### src/design/free_list_slot_allocator_top_assert.svh
// assertion macros for the allocator rtl
`ifndef FREE_LIST_SLOT_ALLOCATOR_TOP_ASSERT_SVH
`define FREE_LIST_SLOT_ALLOCATOR_TOP_ASSERT_SVH

// same-cycle implication
`define FLSA_ASSERT_IMPL(label, clk, rst, ante, cons) \
  label: assert property (@(posedge clk) disable iff (rst) (ante) |-> (cons)) \
    else $error("allocator check failed");

// next-cycle implication
`define FLSA_ASSERT_NEXT(label, clk, rst, ante, cons) \
  label: assert property (@(posedge clk) disable iff (rst) (ante) |=> (cons)) \
    else $error("allocator check failed");

`endif

### src/design/flsa_pkg.sv
package flsa_pkg;

  localparam int SLOTS  = 16;
  localparam int SLOT_W = 4;
  localparam int IDX_W  = 5;
  localparam int CNT_W  = 5;

  typedef enum logic {
    CMD_ALLOC = 1'b0,
    CMD_FREE  = 1'b1
  } command_t;

  typedef enum logic [1:0] {
    ST_OK      = 2'd0,
    ST_FULL    = 2'd1,
    ST_RANGE   = 2'd2,
    ST_NOTBUSY = 2'd3
  } status_t;

  typedef struct packed {
    command_t         command;
    logic [IDX_W-1:0] slot_index;
  } cmd_t;

  typedef struct packed {
    logic [SLOT_W-1:0] granted_slot;
    status_t           status;
    logic [CNT_W-1:0]  busy_count;
  } rsp_t;

endpackage

### src/design/flsa_ram.sv
module flsa_ram #(
  parameter int WIDTH = 4,
  parameter int DEPTH = 16
) (
  input  logic                     clk,
  input  logic                     we,
  input  logic [$clog2(DEPTH)-1:0] waddr,
  input  logic [WIDTH-1:0]         wdata,
  input  logic                     re,
  input  logic [$clog2(DEPTH)-1:0] raddr,
  output logic [WIDTH-1:0]         rdata
);

  logic [WIDTH-1:0] mem [DEPTH];

  always_ff @(posedge clk) begin
    if (we) begin
      mem[waddr] <= wdata;
    end
    if (re) begin
      rdata <= mem[raddr];
    end
  end

endmodule

### src/design/free_list_slot_allocator_top.sv
// free list slot allocator, lifo list of next links in a synchronous ram
// free: one per cycle unless rsp_stall, response registered at acceptance
// allocate: acceptance reads the head's link, then the pop state moves the
// head on and registers the response; no command is taken while in pop
// reset: synchronous, all slots free, head at the top slot, no ram clearing
// pass; per-slot link valid bits stand in for the reset links
`include "free_list_slot_allocator_top_assert.svh"

module free_list_slot_allocator_top (
  input  logic           clk,
  input  logic           rst,
  input  logic           cmd_valid,
  output logic           cmd_stall,
  input  flsa_pkg::cmd_t cmd,
  output logic           rsp_valid,
  input  logic           rsp_stall,
  output flsa_pkg::rsp_t rsp
);

  localparam int SLOTS  = flsa_pkg::SLOTS;
  localparam int SLOT_W = flsa_pkg::SLOT_W;
  localparam int CNT_W  = flsa_pkg::CNT_W;
  localparam int IDX_W  = flsa_pkg::IDX_W;

  typedef enum logic [1:0] {
    S_IDLE = 2'b01,
    S_POP  = 2'b10
  } state_t;

  state_t            state;
  logic [SLOT_W-1:0] head;
  logic [CNT_W-1:0]  free_count;
  logic [SLOTS-1:0]  busy;
  logic [SLOTS-1:0]  link_valid;
  logic [SLOT_W-1:0] pop_slot;

  logic              cmd_accept;
  logic              rsp_free;
  logic              rsp_load;
  logic              is_alloc;
  logic              empty;
  logic              in_range;
  logic [SLOT_W-1:0] idx;
  logic              ram_we;
  logic              ram_re;
  logic [SLOT_W-1:0] ram_rdata;
  logic [SLOT_W-1:0] link_next;
  flsa_pkg::status_t idle_status;

  assign rsp_free   = !rsp_valid || !rsp_stall;
  assign cmd_stall  = (state != S_IDLE) || !rsp_free;
  assign cmd_accept = cmd_valid && !cmd_stall;
  assign is_alloc   = cmd.command == flsa_pkg::CMD_ALLOC;
  assign empty      = free_count == '0;
  assign in_range   = cmd.slot_index < IDX_W'(SLOTS);
  assign idx        = cmd.slot_index[SLOT_W-1:0];
  assign ram_re     = cmd_accept && is_alloc && !empty;
  assign ram_we     = cmd_accept && !is_alloc && in_range && busy[idx];
  assign rsp_load   = (state == S_POP && rsp_free) || (cmd_accept && !ram_re);

  flsa_ram #(
    .WIDTH (SLOT_W),
    .DEPTH (SLOTS)
  ) u_link_ram (
    .clk   (clk),
    .we    (ram_we),
    .waddr (idx),
    .wdata (head),
    .re    (ram_re),
    .raddr (head),
    .rdata (ram_rdata)
  );

  // unwritten links fall back to the reset chain
  always_comb begin
    if (link_valid[pop_slot]) begin
      link_next = ram_rdata;
    end else if (pop_slot == '0) begin
      link_next = '0;
    end else begin
      link_next = pop_slot - SLOT_W'(1);
    end
  end

  always_comb begin
    if (is_alloc) begin
      idle_status = empty ? flsa_pkg::ST_FULL : flsa_pkg::ST_OK;
    end else if (!in_range) begin
      idle_status = flsa_pkg::ST_RANGE;
    end else if (!busy[idx]) begin
      idle_status = flsa_pkg::ST_NOTBUSY;
    end else begin
      idle_status = flsa_pkg::ST_OK;
    end
  end

  always_ff @(posedge clk) begin
    if (rst) begin
      state      <= S_IDLE;
      head       <= SLOT_W'(SLOTS - 1);
      free_count <= CNT_W'(SLOTS);
      busy       <= '0;
      link_valid <= '0;
      rsp_valid  <= 1'b0;
    end else begin
      if (rsp_load) begin
        rsp_valid <= 1'b1;
      end else if (rsp_valid && !rsp_stall) begin
        rsp_valid <= 1'b0;
      end
      case (state)
        S_IDLE: begin
          if (cmd_accept) begin
            if (ram_re) begin
              state <= S_POP;
            end
            if (ram_we) begin
              head            <= idx;
              busy[idx]       <= 1'b0;
              link_valid[idx] <= 1'b1;
              free_count      <= free_count + CNT_W'(1);
            end
          end
        end
        S_POP: begin
          if (rsp_free) begin
            head           <= link_next;
            free_count     <= free_count - CNT_W'(1);
            busy[pop_slot] <= 1'b1;
            state          <= S_IDLE;
          end
        end
        default: begin
          state <= S_IDLE;
        end
      endcase
    end
  end

  // payload registers
  always_ff @(posedge clk) begin
    if (ram_re) begin
      pop_slot <= head;
    end
    if (state == S_POP && rsp_free) begin
      rsp.granted_slot <= pop_slot;
      rsp.status       <= flsa_pkg::ST_OK;
      rsp.busy_count   <= CNT_W'(SLOTS) - free_count + CNT_W'(1);
    end else if (cmd_accept && !ram_re) begin
      rsp.granted_slot <= '0;
      rsp.status       <= idle_status;
      rsp.busy_count   <= CNT_W'(SLOTS) - free_count - (ram_we ? CNT_W'(1) : CNT_W'(0));
    end
  end

  `FLSA_ASSERT_IMPL(a_count_bound, clk, rst, 1'b1, free_count <= CNT_W'(SLOTS))
  `FLSA_ASSERT_IMPL(a_count_match, clk, rst, 1'b1,
                    ($countones(busy) + int'(free_count)) == SLOTS)
  `FLSA_ASSERT_IMPL(a_pop_free_slot, clk, rst, state == S_POP, !busy[pop_slot])
  `FLSA_ASSERT_NEXT(a_alloc_pops, clk, rst, ram_re, state == S_POP && pop_slot == $past(head))
  `FLSA_ASSERT_IMPL(a_one_ram_op, clk, rst, 1'b1, !(ram_re && ram_we))

endmodule

### config.mk
export PLATFORM = sky130hd
export DESIGN_NAME = free_list_slot_allocator_top
export DESIGN_NICKNAME = d
export VERILOG_FILES = /design/src/design/flsa_pkg.sv /design/src/design/flsa_ram.sv /design/src/design/free_list_slot_allocator_top.sv
export VERILOG_INCLUDE_DIRS = /design/src /design/src/design
export SDC_FILE = /design/constraint.sdc
export NUM_CORES = 1
export LEC_CHECK = 0
export ABC_CLOCK_PERIOD_IN_PS = 4150
export BUFFER_PORTS_ARGS = -buffer_cell sky130_fd_sc_hd__buf_4
export CAP_MARGIN = 5
export CORE_MARGIN = 2
export CORE_UTILIZATION = 60
export CTS_CLUSTER_SIZE = 30
export DETAILED_ROUTE_END_ITERATION = 7
export PLACE_DENSITY = 0.85
export SLEW_MARGIN = 20
export SYNTH_ARGS = -nofsm -noshare
export SYNTH_HDL_FRONTEND = slang
export SYNTH_SLANG_ARGS = --single-unit
### constraint.sdc
create_clock -name clk -period 4.15 [get_ports clk]
set_input_delay 0.83 -clock clk [delete_from_list [all_inputs] [get_ports clk]]
set_output_delay 0.83 -clock clk [all_outputs]
set_load 0.005 [all_outputs]
After elaboration in Yosys (flattened, before gate mapping)
Memories as Yosys holds them, arrays and structs flattened. A register that Yosys moved wholly into a read port is not among the register bits.
Cells that the tools add are included.
{"block": "op_classes", "eq_ne": 7, "n_lt_le_gt_ge": 5, "bitwise_logic": 5, "add_sub_neg": 6, "n_mux": 37, "div": 0, "n_shift": 0, "n_reduce_logical": 28, "mul": 0}
{"cell": "$mux 16", "count": 3}
{"cell": "$or 16x16->16", "count": 2}
{"cell": "$pmux 16 s2", "count": 1}
{"cell": "$mux 11", "count": 2}
{"cell": "$mux 4", "count": 5}
{"cell": "$and 16x16->16", "count": 1}
{"cell": "$not 16->16", "count": 1}
{"cell": "$mux 5", "count": 3}
{"cell": "$mux 2", "count": 6}
{"cell": "$logic_and 1x1->1", "count": 11}
{"cell": "$add 5x1->5 const B", "count": 2}
{"cell": "$lt 4x5->1 const B", "count": 2}
{"cell": "$mux 1", "count": 10}
{"cell": "$pmux 5 s2", "count": 1}
{"cell": "$bmux 1 s4", "count": 2}
{"cell": "$demux 1 s4", "count": 2}
{"cell": "$ge 4x1->1 const B", "count": 2}
{"cell": "$ne 2x2->1 const B", "count": 4}
{"cell": "$pmux 4 s2", "count": 1}
{"cell": "$logic_not 1->1", "count": 6}
{"cell": "$reduce_and 3->1", "count": 2}
{"cell": "$reduce_bool 2->1", "count": 3}
{"cell": "$logic_not 5->1", "count": 1}
{"cell": "$lt 5x5->1 const B", "count": 1}
{"cell": "12 further kinds", "count": 14}
{"block": "word_totals", "ram_bits": 64, "latch_bits": 0, "input_bits": 10, "n_memories": 1, "output_inout_bits": 13, "wordCells": 99, "romBits": 0, "reg_bits": 59}
{"name": "u_link_ram.mem", "words": 16, "width": 4, "rd": 1, "rd_clocked_by_memory_dff": 1, "wr": 1, "line": "flsa_ram.sv:14", "source": "logic [WIDTH-1:0] mem [DEPTH];"}

Depth between registers and ports, before layout
Gate-level depths: netlist of run 1.
{"block": "logic_depth", "ltp_word": 13, "depth_mapped": 12, "mapped_depth_nobuf": 11}

Cells and area by module
From an unflattened synthesis of run 1, not the netlist that was laid out.
{"block": "unflattened", "hier_cells": 464, "area_unflattened_um2": 5808.1}
{"mod": "free_list_slot_allocator_top", "seq_area_each_um2": 1311.3, "cells_per_inst": 334, "area_per_inst_um2": 3101.7, "n_inst": 1}
{"mod": "flsa_ram", "seq_area_each_um2": 2042.0, "cells_per_inst": 130, "area_per_inst_um2": 2706.3, "n_inst": 1}

Least setup slack after synthesis of run 1
No wires, ideal clock.
{"block": "synth_timing", "kind": "input to register", "from": "input cmd[3] (netlist name)", "to": "register rsp[3] (netlist name) (data pin)", "arrival_time_ns": 2.732, "t_required_ns": 3.889, "stages": 12, "setup_slack_ns": 1.157, "setup_ns": 0.261, "path_buffers": 1, "path_cell_list": "clkbuf_1 and2_1 a22o_1 nor4_4 a21oi_1 inv_1 ha_1 nand3_1 xnor2_1 o21ai_0 a221oi_1 nor2_1"}
{"block": "synth_via", "elab_chain_cells": 7, "word_cells_on_any_way": 9, "cone_classes": "add/sub (1); order compare (1); mux (5); reduce/logical (2)"}
{"element": "start, declared", "line": "free_list_slot_allocator_top.sv:14", "source": "input flsa_pkg::cmd_t cmd,"}
{"element": "$bmux 1 s4 / $lt 5x5->1 (equally long branches)", "line": "free_list_slot_allocator_top.sv:58, free_list_slot_allocator_top.sv:55"}
{"element": "$mux 1 (not written as such) / $logic_and 1x1->1 (equally long branches)", "line": "free_list_slot_allocator_top.sv:58", "source": "assign ram_we = cmd_accept && !is_alloc && in_range && busy[idx];"}
{"element": "$logic_and 1x1->1 *", "line": "free_list_slot_allocator_top.sv:58"}
{"element": "$mux 1 *", "line": "free_list_slot_allocator_top.sv:152", "source": "rsp.busy_count <= CNT_W'(SLOTS) - free_count - (ram_we ? CNT_W'(1) : CNT_W'(0));"}
{"element": "$sub 5x1->5 *", "line": "free_list_slot_allocator_top.sv:152"}
{"element": "$mux 11 *", "line": "free_list_slot_allocator_top.sv:149", "source": "end else if (cmd_accept && !ram_re) begin"}
{"element": "$mux 11 *", "line": "free_list_slot_allocator_top.sv:145", "source": "if (state == S_POP && rsp_free) begin"}
{"element": "end, declared", "line": "free_list_slot_allocator_top.sv:17", "source": "output flsa_pkg::rsp_t rsp"}
Every way passes the cells marked *; elsewhere a longest branch is shown, timed or not. The select of a mux whose other input is x is not followed.
A chain may end at the register's enable or synchronous reset.

Final worst setup path of run 1
{"block": "layout_timing", "from": "input cmd[1] (netlist name)", "to": "register rsp[3] (netlist name) (data pin)"}
The elaborated chain is that of the path after synthesis.

==> flow_summary_export.csv, run 1 <==
group,metric,value,unit
outcome,status,"finished clean",
finish,fillers,605,
setup_path,arrival,3.16,ns
setup_path,cp-end-kind,"flop",
drt,drtAntennaViolNets,0,
finish,final_layout_size_suffix_gt1_share,18.0,%
sta,finalSetupViolations,0,
yosys,synth_cells,453,
yosys,netlist.area_leader.share,42.7,%
sta,drv_slew,0,
yosys,ys_async_sr_fraction,0,%
cts,cts_resized,0,
cts,post_cts_buffers,0,
placement,io_buffer_count,22,
finish,seq_area,3350,µm²
setup_path,setup.worst_path.class,"in -> reg",
setup_path,max_stage_delay,0.56,ns
finish,area_growth,14.7,%
drt,drc_errors,0,
floorplan,initial_core_util,61.7,%
sta,clock.fmax,348,MHz
setup_path,rr_worst_depth,11,
yosys,synth-seq-cells,127,
global_route,grt_max_degree,34,
setup_path,critical_path.startpoint,"cmd[1]",
cts,clock_latency,0.53,ns
cts,cts-buffers-inserted,17,
setup_path,cp.required,4.43,ns
yosys,ys_warn_count,0,
yosys,ys_types,56,
sta,fin_crit,2.88,ns
finish,multiInputGateArea,2140,µm²
pwr,leakage,2.40,nW
placement,pre_cts_ws,0.777,ns
yosys,synthFlopType,"edfxtp_1",
floorplan,dieWidth,101,µm
yosys,syn_area,5700,µm²
drt,wl_per_cell,22.3,µm
drt,totalWireLength,13.7,mm
yosys,synth-xor-area-share,1.08,%
global_route,gr-total-overflow,0,
global_route,grt_usage,28.5,%
sta,whs,0.463,ns
cts,clk_pin_slew,0.07,ns
cts,cts_tree,"built",
sta,fin_setup_tns,0,ns
yosys,synth_top_family_by_area,"compound AO/OA/AOI/OAI gates",
global_route,antenna_found_initial,0,
floorplan,dieArea,10300,µm²
floorplan,dieHeight,101,µm
flow_run,maxCapViolCount,0,
drt,num_vias,4024,
sta,grt_setup_unrepaired,"no",
drt,drtPass1Iterations,5,
yosys,synth_nets,472,
setup_path,r2r_start,"state[0]",
finish,n_antenna_cell,0,
drt,drt_iter0_drc,442,
yosys,synth_most_common_cell,"edfxtp_1",
floorplan,core_area,9240,µm²
yosys,synth_area_leaders,"edfxtp_1 (43%), dfxtp_1 (16%), mux4_2 (7.9%)",
pwr,max-vdd-ir-drop,0.000324,V
global_route,grt_pass1_wl,21.5,mm
setup_path,worstSetupStartpointType,"input pin",
finish,nets,490,
pwr,powerDensity,451,nW/µm²
yosys,synth.largest_area_cell,"edfxtp_1",
sta,finalClockSkew,0.0125,ns
global_route,grt_pass1_vias,3944,
cts,cts_buffer_depth,2,
yosys,synthSimpleGateAreaFrac,11.0,%
yosys,ys_seq_area_share,58.8,%
cts,htreeDepth,4,
sta,hold_viol_final,0,
yosys,synthTopCellsByCount,"edfxtp_1 (81), dfxtp_1 (46), nor2_1 (29), inv_1 (24), nand2_1 (23)",
placement,gp_congestion,0.950,
cts,clockRootBuffer,"clkbuf_8",
floorplan,ios,23,
yosys,synthMuxAreaShare,10.8,%
sta,worst_pin_slew,0.932,ns
setup_path,cp_common_cell,"o21ai_0",
worst_hold_path,hold_path_class,"reg -> reg",
worst_hold_path,min_from,"link_valid[0]",
setup_path,cp_slowest_cell,"nor4_4",
sta,max_slew_margin,37.8,%
setup_path,crit_fanout,22,
yosys,synth_edf_count,81,
cts,clock-sinks,127,
worst_hold_path,whs_path_depth,1,
yosys,syn_area_per_cell,12.6,µm²
yosys,synth_compound_area_share,12.5,%
yosys,synth_fa_ha_area_share,2.11,%
cts,cts_hold_buf,0,
sta,worst_slack,1.27,ns
sta,post-route-period-util,69.3,%
floorplan,row_count,35,
drt,viasPerCell,6.56,
setup_path,path_cells,"buf_4 -> mux2_2 -> o21ai_0 -> nor4_4 -> a21oi_1 -> inv_1 -> ha_1 -> nand2_1 -> o21ai_0 -> o21ai_0 -> a221oi_1 -> nor2_1",
placement,hpwlAfterDp,8.30,mm
-- cells by family (layout without fill, tap and decap cells) --
kind of cell	after synthesis	count (layout)
adder cells (fa/ha/maj)	9	9
multiplexers	36	36
buffers and inverters	51	82
AO/OA/AOI/OAI	102	102
XOR/XNOR	7	7
flip-flops	127	127
AND/OR/NAND/NOR	121	121
-- cell usage in the layout, fill, tap and decap left out, types with 4 or more instances in the layout --
master	instances
a2111oi_0	4
a211oi_1	4
a21o_1	4
a21oi_1	19
a22o_1	4
a22oi_1	8
and2_1	5
and3_1	6
buf_4	26
clkbuf_16	16
clkinv_8	6
dfxtp_1	46
edfxtp_1	81
ha_1	8
inv_1	24
inv_6	4
inv_8	5
mux2i_1	13
mux4_2	20
nand2_1	23
nand2b_1	5
nand3_1	10
nor2_1	29
nor2b_1	13
nor3_1	13
nor3b_1	4
o21a_1	14
o21ai_0	17
or3_1	5
xnor2_1	5
-- where the power goes --
group          internal, mW  switching [mW]  leakage (nW)
logic                0.0509          0.0743          1.03
clock network         0.791           0.670         0.294
registers              1.35          0.0124          1.08
total                  2.19           0.756          2.40
-- metrics by stage --
stage,instance area [µm²],util [%],power [mW],std cells
2_1_floorplan,5700,-,1.47,453
3_3_place_gp,5940,64.3,1.51,581
3_5_place_dp,5940,64.3,1.51,581
4_1_cts,6540,70.8,2.95,613
5_1_grt,6540,70.8,3.01,613
6_report,6540,70.8,2.95,613
-- cell type report --
| type | count | share of cell area (%) |
|---|---|---|
| clock buffers | 17 | 6.33 |
| clock inverters | 15 | 2.89 |
| inverters | 24 | 1.38 |
| multi-input cells | 275 | 32.7 |
| flip-flops and latches | 127 | 51.3 |
| well taps | 129 | 2.47 |
| repair buffers | 26 | 2.98 |
-- worst max-delay path: cells and delay by family --
| kind | cells | cell delay (ns) |
|---|---|---|
| adders and majority gates | 1 | 0.19 |
| buffers and inverters | 2 | 0.35 |
| AOI/OAI and AO/OA | 5 | 0.90 |
| muxes | 1 | 0.20 |
| and+or+nand+nor | 3 | 0.68 |
-- layer usage --
| metal | up-vias | wire [µm] | global-route usage [%] |
|---|---|---|---|
| met4 | 0 | 561 | 13.1 |
| met3 | 60 | 1030 | 7.38 |
| met5 | - | 0 | 0 |
| met1 | 1949 | 5260 | 35.2 |
| met2 | 259 | 6840 | 47.4 |
| li1 | 1756 | - | - |
-- worst paths after layout --
check	endpoint	slack (ns)
hold / removal	link_valid[0]	0.46
hold reg to reg	link_valid[0]	0.46
setup / recovery	rsp[3]	1.27
setup reg to reg	rsp[3]	1.34
-- registers in the layout, indices dropped and copies added (netlist names), 4 cells and up --
register	flops
head	4
free_count	5
u_link_ram.mem	64
busy	16
pop_slot	4
rsp	11
u_link_ram.rdata	4
link_valid	16
No activity file was read; power rests on OpenSTA's default activity.
==> inputs of run 2 (changes only) <==
- ABC_CLOCK_PERIOD_IN_PS: 4150 -> 2300
- CORE_UTILIZATION: 60 -> 55
- PLACE_DENSITY: 0.85 -> 0.82
- clock period: 4.15 -> 2.3 ns (I/O delays scaled with it)
==> flow_summary_export.csv, run 2 (synthesized netlist as in run 1, its figures left out) <==
group,metric,value,unit
outcome,status,"finished clean",
finish,final_cell_mix,"edfxtp_1 (81), buf_4 (76), dfxtp_1 (45)",
sta,drv_slew,0,
pwr,p_int,4.25,mW
setup_path,arrival,2.56,ns
setup_path,endpoint,"rsp[3]",
worst_hold_path,hold_path_class,"in -> reg",
global_route,antenna_found_initial,0,
drt,wl_per_cell,18.9,µm
setup_path,critical_path.startpoint,"state[0]",
setup_path,setup.worst_path.class,"reg -> reg",
sta,fin_crit,2.29,ns
floorplan,dieArea,11200,µm²
placement,dp_cells,639,
placement,io_buffer_count,22,
pwr,total_power,5.45,mW
finish,largestRegisters,"u_link_ram.mem x64, busy x16, link_valid x16",
setup_path,crit_fanout,3,
drt,drt_iter0_drc,326,
pwr,leakage,2.69,nW
finish,largest_reg_flops,64,
sta,worst_pin_slew,0.554,ns
global_route,grt_pass1_vias,4022,
cts,cts-buffers-inserted,17,
drt,drc_errors,0,
cts,clk_pin_slew,0.06,ns
sta,clock.fmax,437,MHz
cts,clock-sinks,127,
floorplan,dieHeight,106,µm
cts,clockRootBuffer,"clkbuf_8",
sta,finalSetupViolations,0,
sta,grt_setup_unrepaired,"yes",
finish,stdcell_count,672,
pwr,max-vdd-ir-drop,0.000766,V
finish,seq_area,3350,µm²
setup_path,r2r_slack,0.01,ns
global_route,grt_pass1_wl,20.2,mm
setup_path,rr_worst_depth,11,
drt,viasPerCell,5.97,
sta,max_slew_margin,62.1,%
pwr,p_seq_share,45.1,%
cts,clock_latency,0.52,ns
global_route,gr-total-overflow,0,
finish,area_growth,24.0,%
pwr,switching_share,22.0,%
global_route,grt_usage,23.8,%
setup_path,cp.required,2.57,ns
finish,top_register,"u_link_ram.mem",
finish,fillers,696,
finish,n_antenna_cell,0,
setup_path,r2r_end,"rsp[3]",
drt,num_vias,4012,
setup_path,r2r_start,"state[0]",
finish,final_layout_size_suffix_gt1_share,28.9,%
floorplan,initial_core_util,56.0,%
floorplan,ios,23,
sta,post-route-period-util,99.5,%
cts,cts_tree,"built",
placement,gp_congestion,0.956,
setup_path,worstSetupStartpointType,"flop",
sta,hold_viol_final,0,
pwr,pwr-share-comb,5.4,%
drt,drtAntennaViolNets,0,
finish,layout_commonest_cell,"edfxtp_1",
drt,totalWireLength,12.7,mm
finish,utilization,69.4,%
pwr,clkPwrFrac,49.5,%
setup_path,cp-end-kind,"flop",
drt,drtPass1Iterations,6,
placement,hpwlAfterDp,8.81,mm
global_route,grt_max_degree,35,
pwr,powerDensity,771,nW/µm²
floorplan,dieWidth,106,µm
finish,multiInputGateArea,2240,µm²
sta,finalClockSkew,0.00770,ns
floorplan,core_area,10200,µm²
finish,nets,542,
floorplan,row_count,37,
cts,htreeDepth,4,
flow_run,maxCapViolCount,0,
cts,cts_buffer_depth,2,
pwr,p_switching,1.20,mW
[run 2: cell type report]
cell class                      instances  area share, %
Clock inverter                         14           2.58
Clock buffer                           18           5.91
Sequential cell                       127           47.5
Tap cell                              136           2.41
Timing Repair Buffer                   78           8.64
Multi-Input combinational cell        275           31.7
Inverter                               24           1.27
[run 2: power groups by stage]
stage | sequential [mW] | clock (mW) | combinational (mW)
2_1_floorplan | 2.50 | 0 | 0.154
3_3_place_gp | 2.50 | 0 | 0.271
3_5_place_dp | 2.50 | 0 | 0.279
4_1_cts | 2.45 | 2.73 | 0.284
5_1_grt | 2.46 | 2.84 | 0.317
6_report | 2.45 | 2.70 | 0.295
[run 2: critical path, stage by stage, from the launching register on]
cell	delay (ns)
dfxtp_2	0.34
nor2b_4	0.15
nand4_1	0.18
nor4_4	0.37
a21oi_2	0.08
inv_2	0.08
ha_4	0.13
nand3_2	0.11
xnor2_2	0.19
o21ai_2	0.09
a221oi_2	0.27
nor2_1	0.06
[run 2: what timing repair did]
item                       CTS  global route
resized for setup            5            12
hold endpoints to repair     0             0
setup endpoints to repair    3             6
pin swaps                    5             6
hold buffers                 0             0
buffers inserted             1             0
[run 2: how the worst min path moves through the flow]
stage | start | end | slack (ns) | cells past startpoint
after floorplan | link_valid[11] | link_valid[11] | 0.43 | 2
after global placement | link_valid[11] | link_valid[11] | 0.43 | 2
after detailed placement | link_valid[3] | link_valid[3] | 0.45 | 2
after CTS | cmd[5] | rsp[6] | 0.29 | 3
after global routing | cmd[5] | rsp[6] | 0.31 | 3
final | cmd[5] | rsp[6] | 0.32 | 3
[run 2: metrics by stage]
| step | instance area [µm²] | TNS [ns] | worst slack, ns | hold WS (ns) |
|---|---|---|---|---|
| finish | 7070 | 0 | 0.0104 | 0.317 |
| global route | 7070 | -0.136 | -0.124 | 0.312 |
| CTS | 7020 | 0 | 0.00678 | 0.292 |
| detailed placement | 6390 | -2.94 | -0.456 | 0.446 |
| global placement | 6390 | -1.42 | -0.384 | 0.433 |
| floorplan | 5750 | -0.322 | -0.246 | 0.425 |
[run 2: routing by layer]
metal | vias up | GRT usage (%) | part of all wire (%)
met5 | - | 0 | 0
met4 | 0 | 9.59 | 2.1
met2 | 144 | 40.5 | 52
li1 | 1857 | - | -
met3 | 28 | 4.95 | 5.9
met1 | 1983 | 29.9 | 40
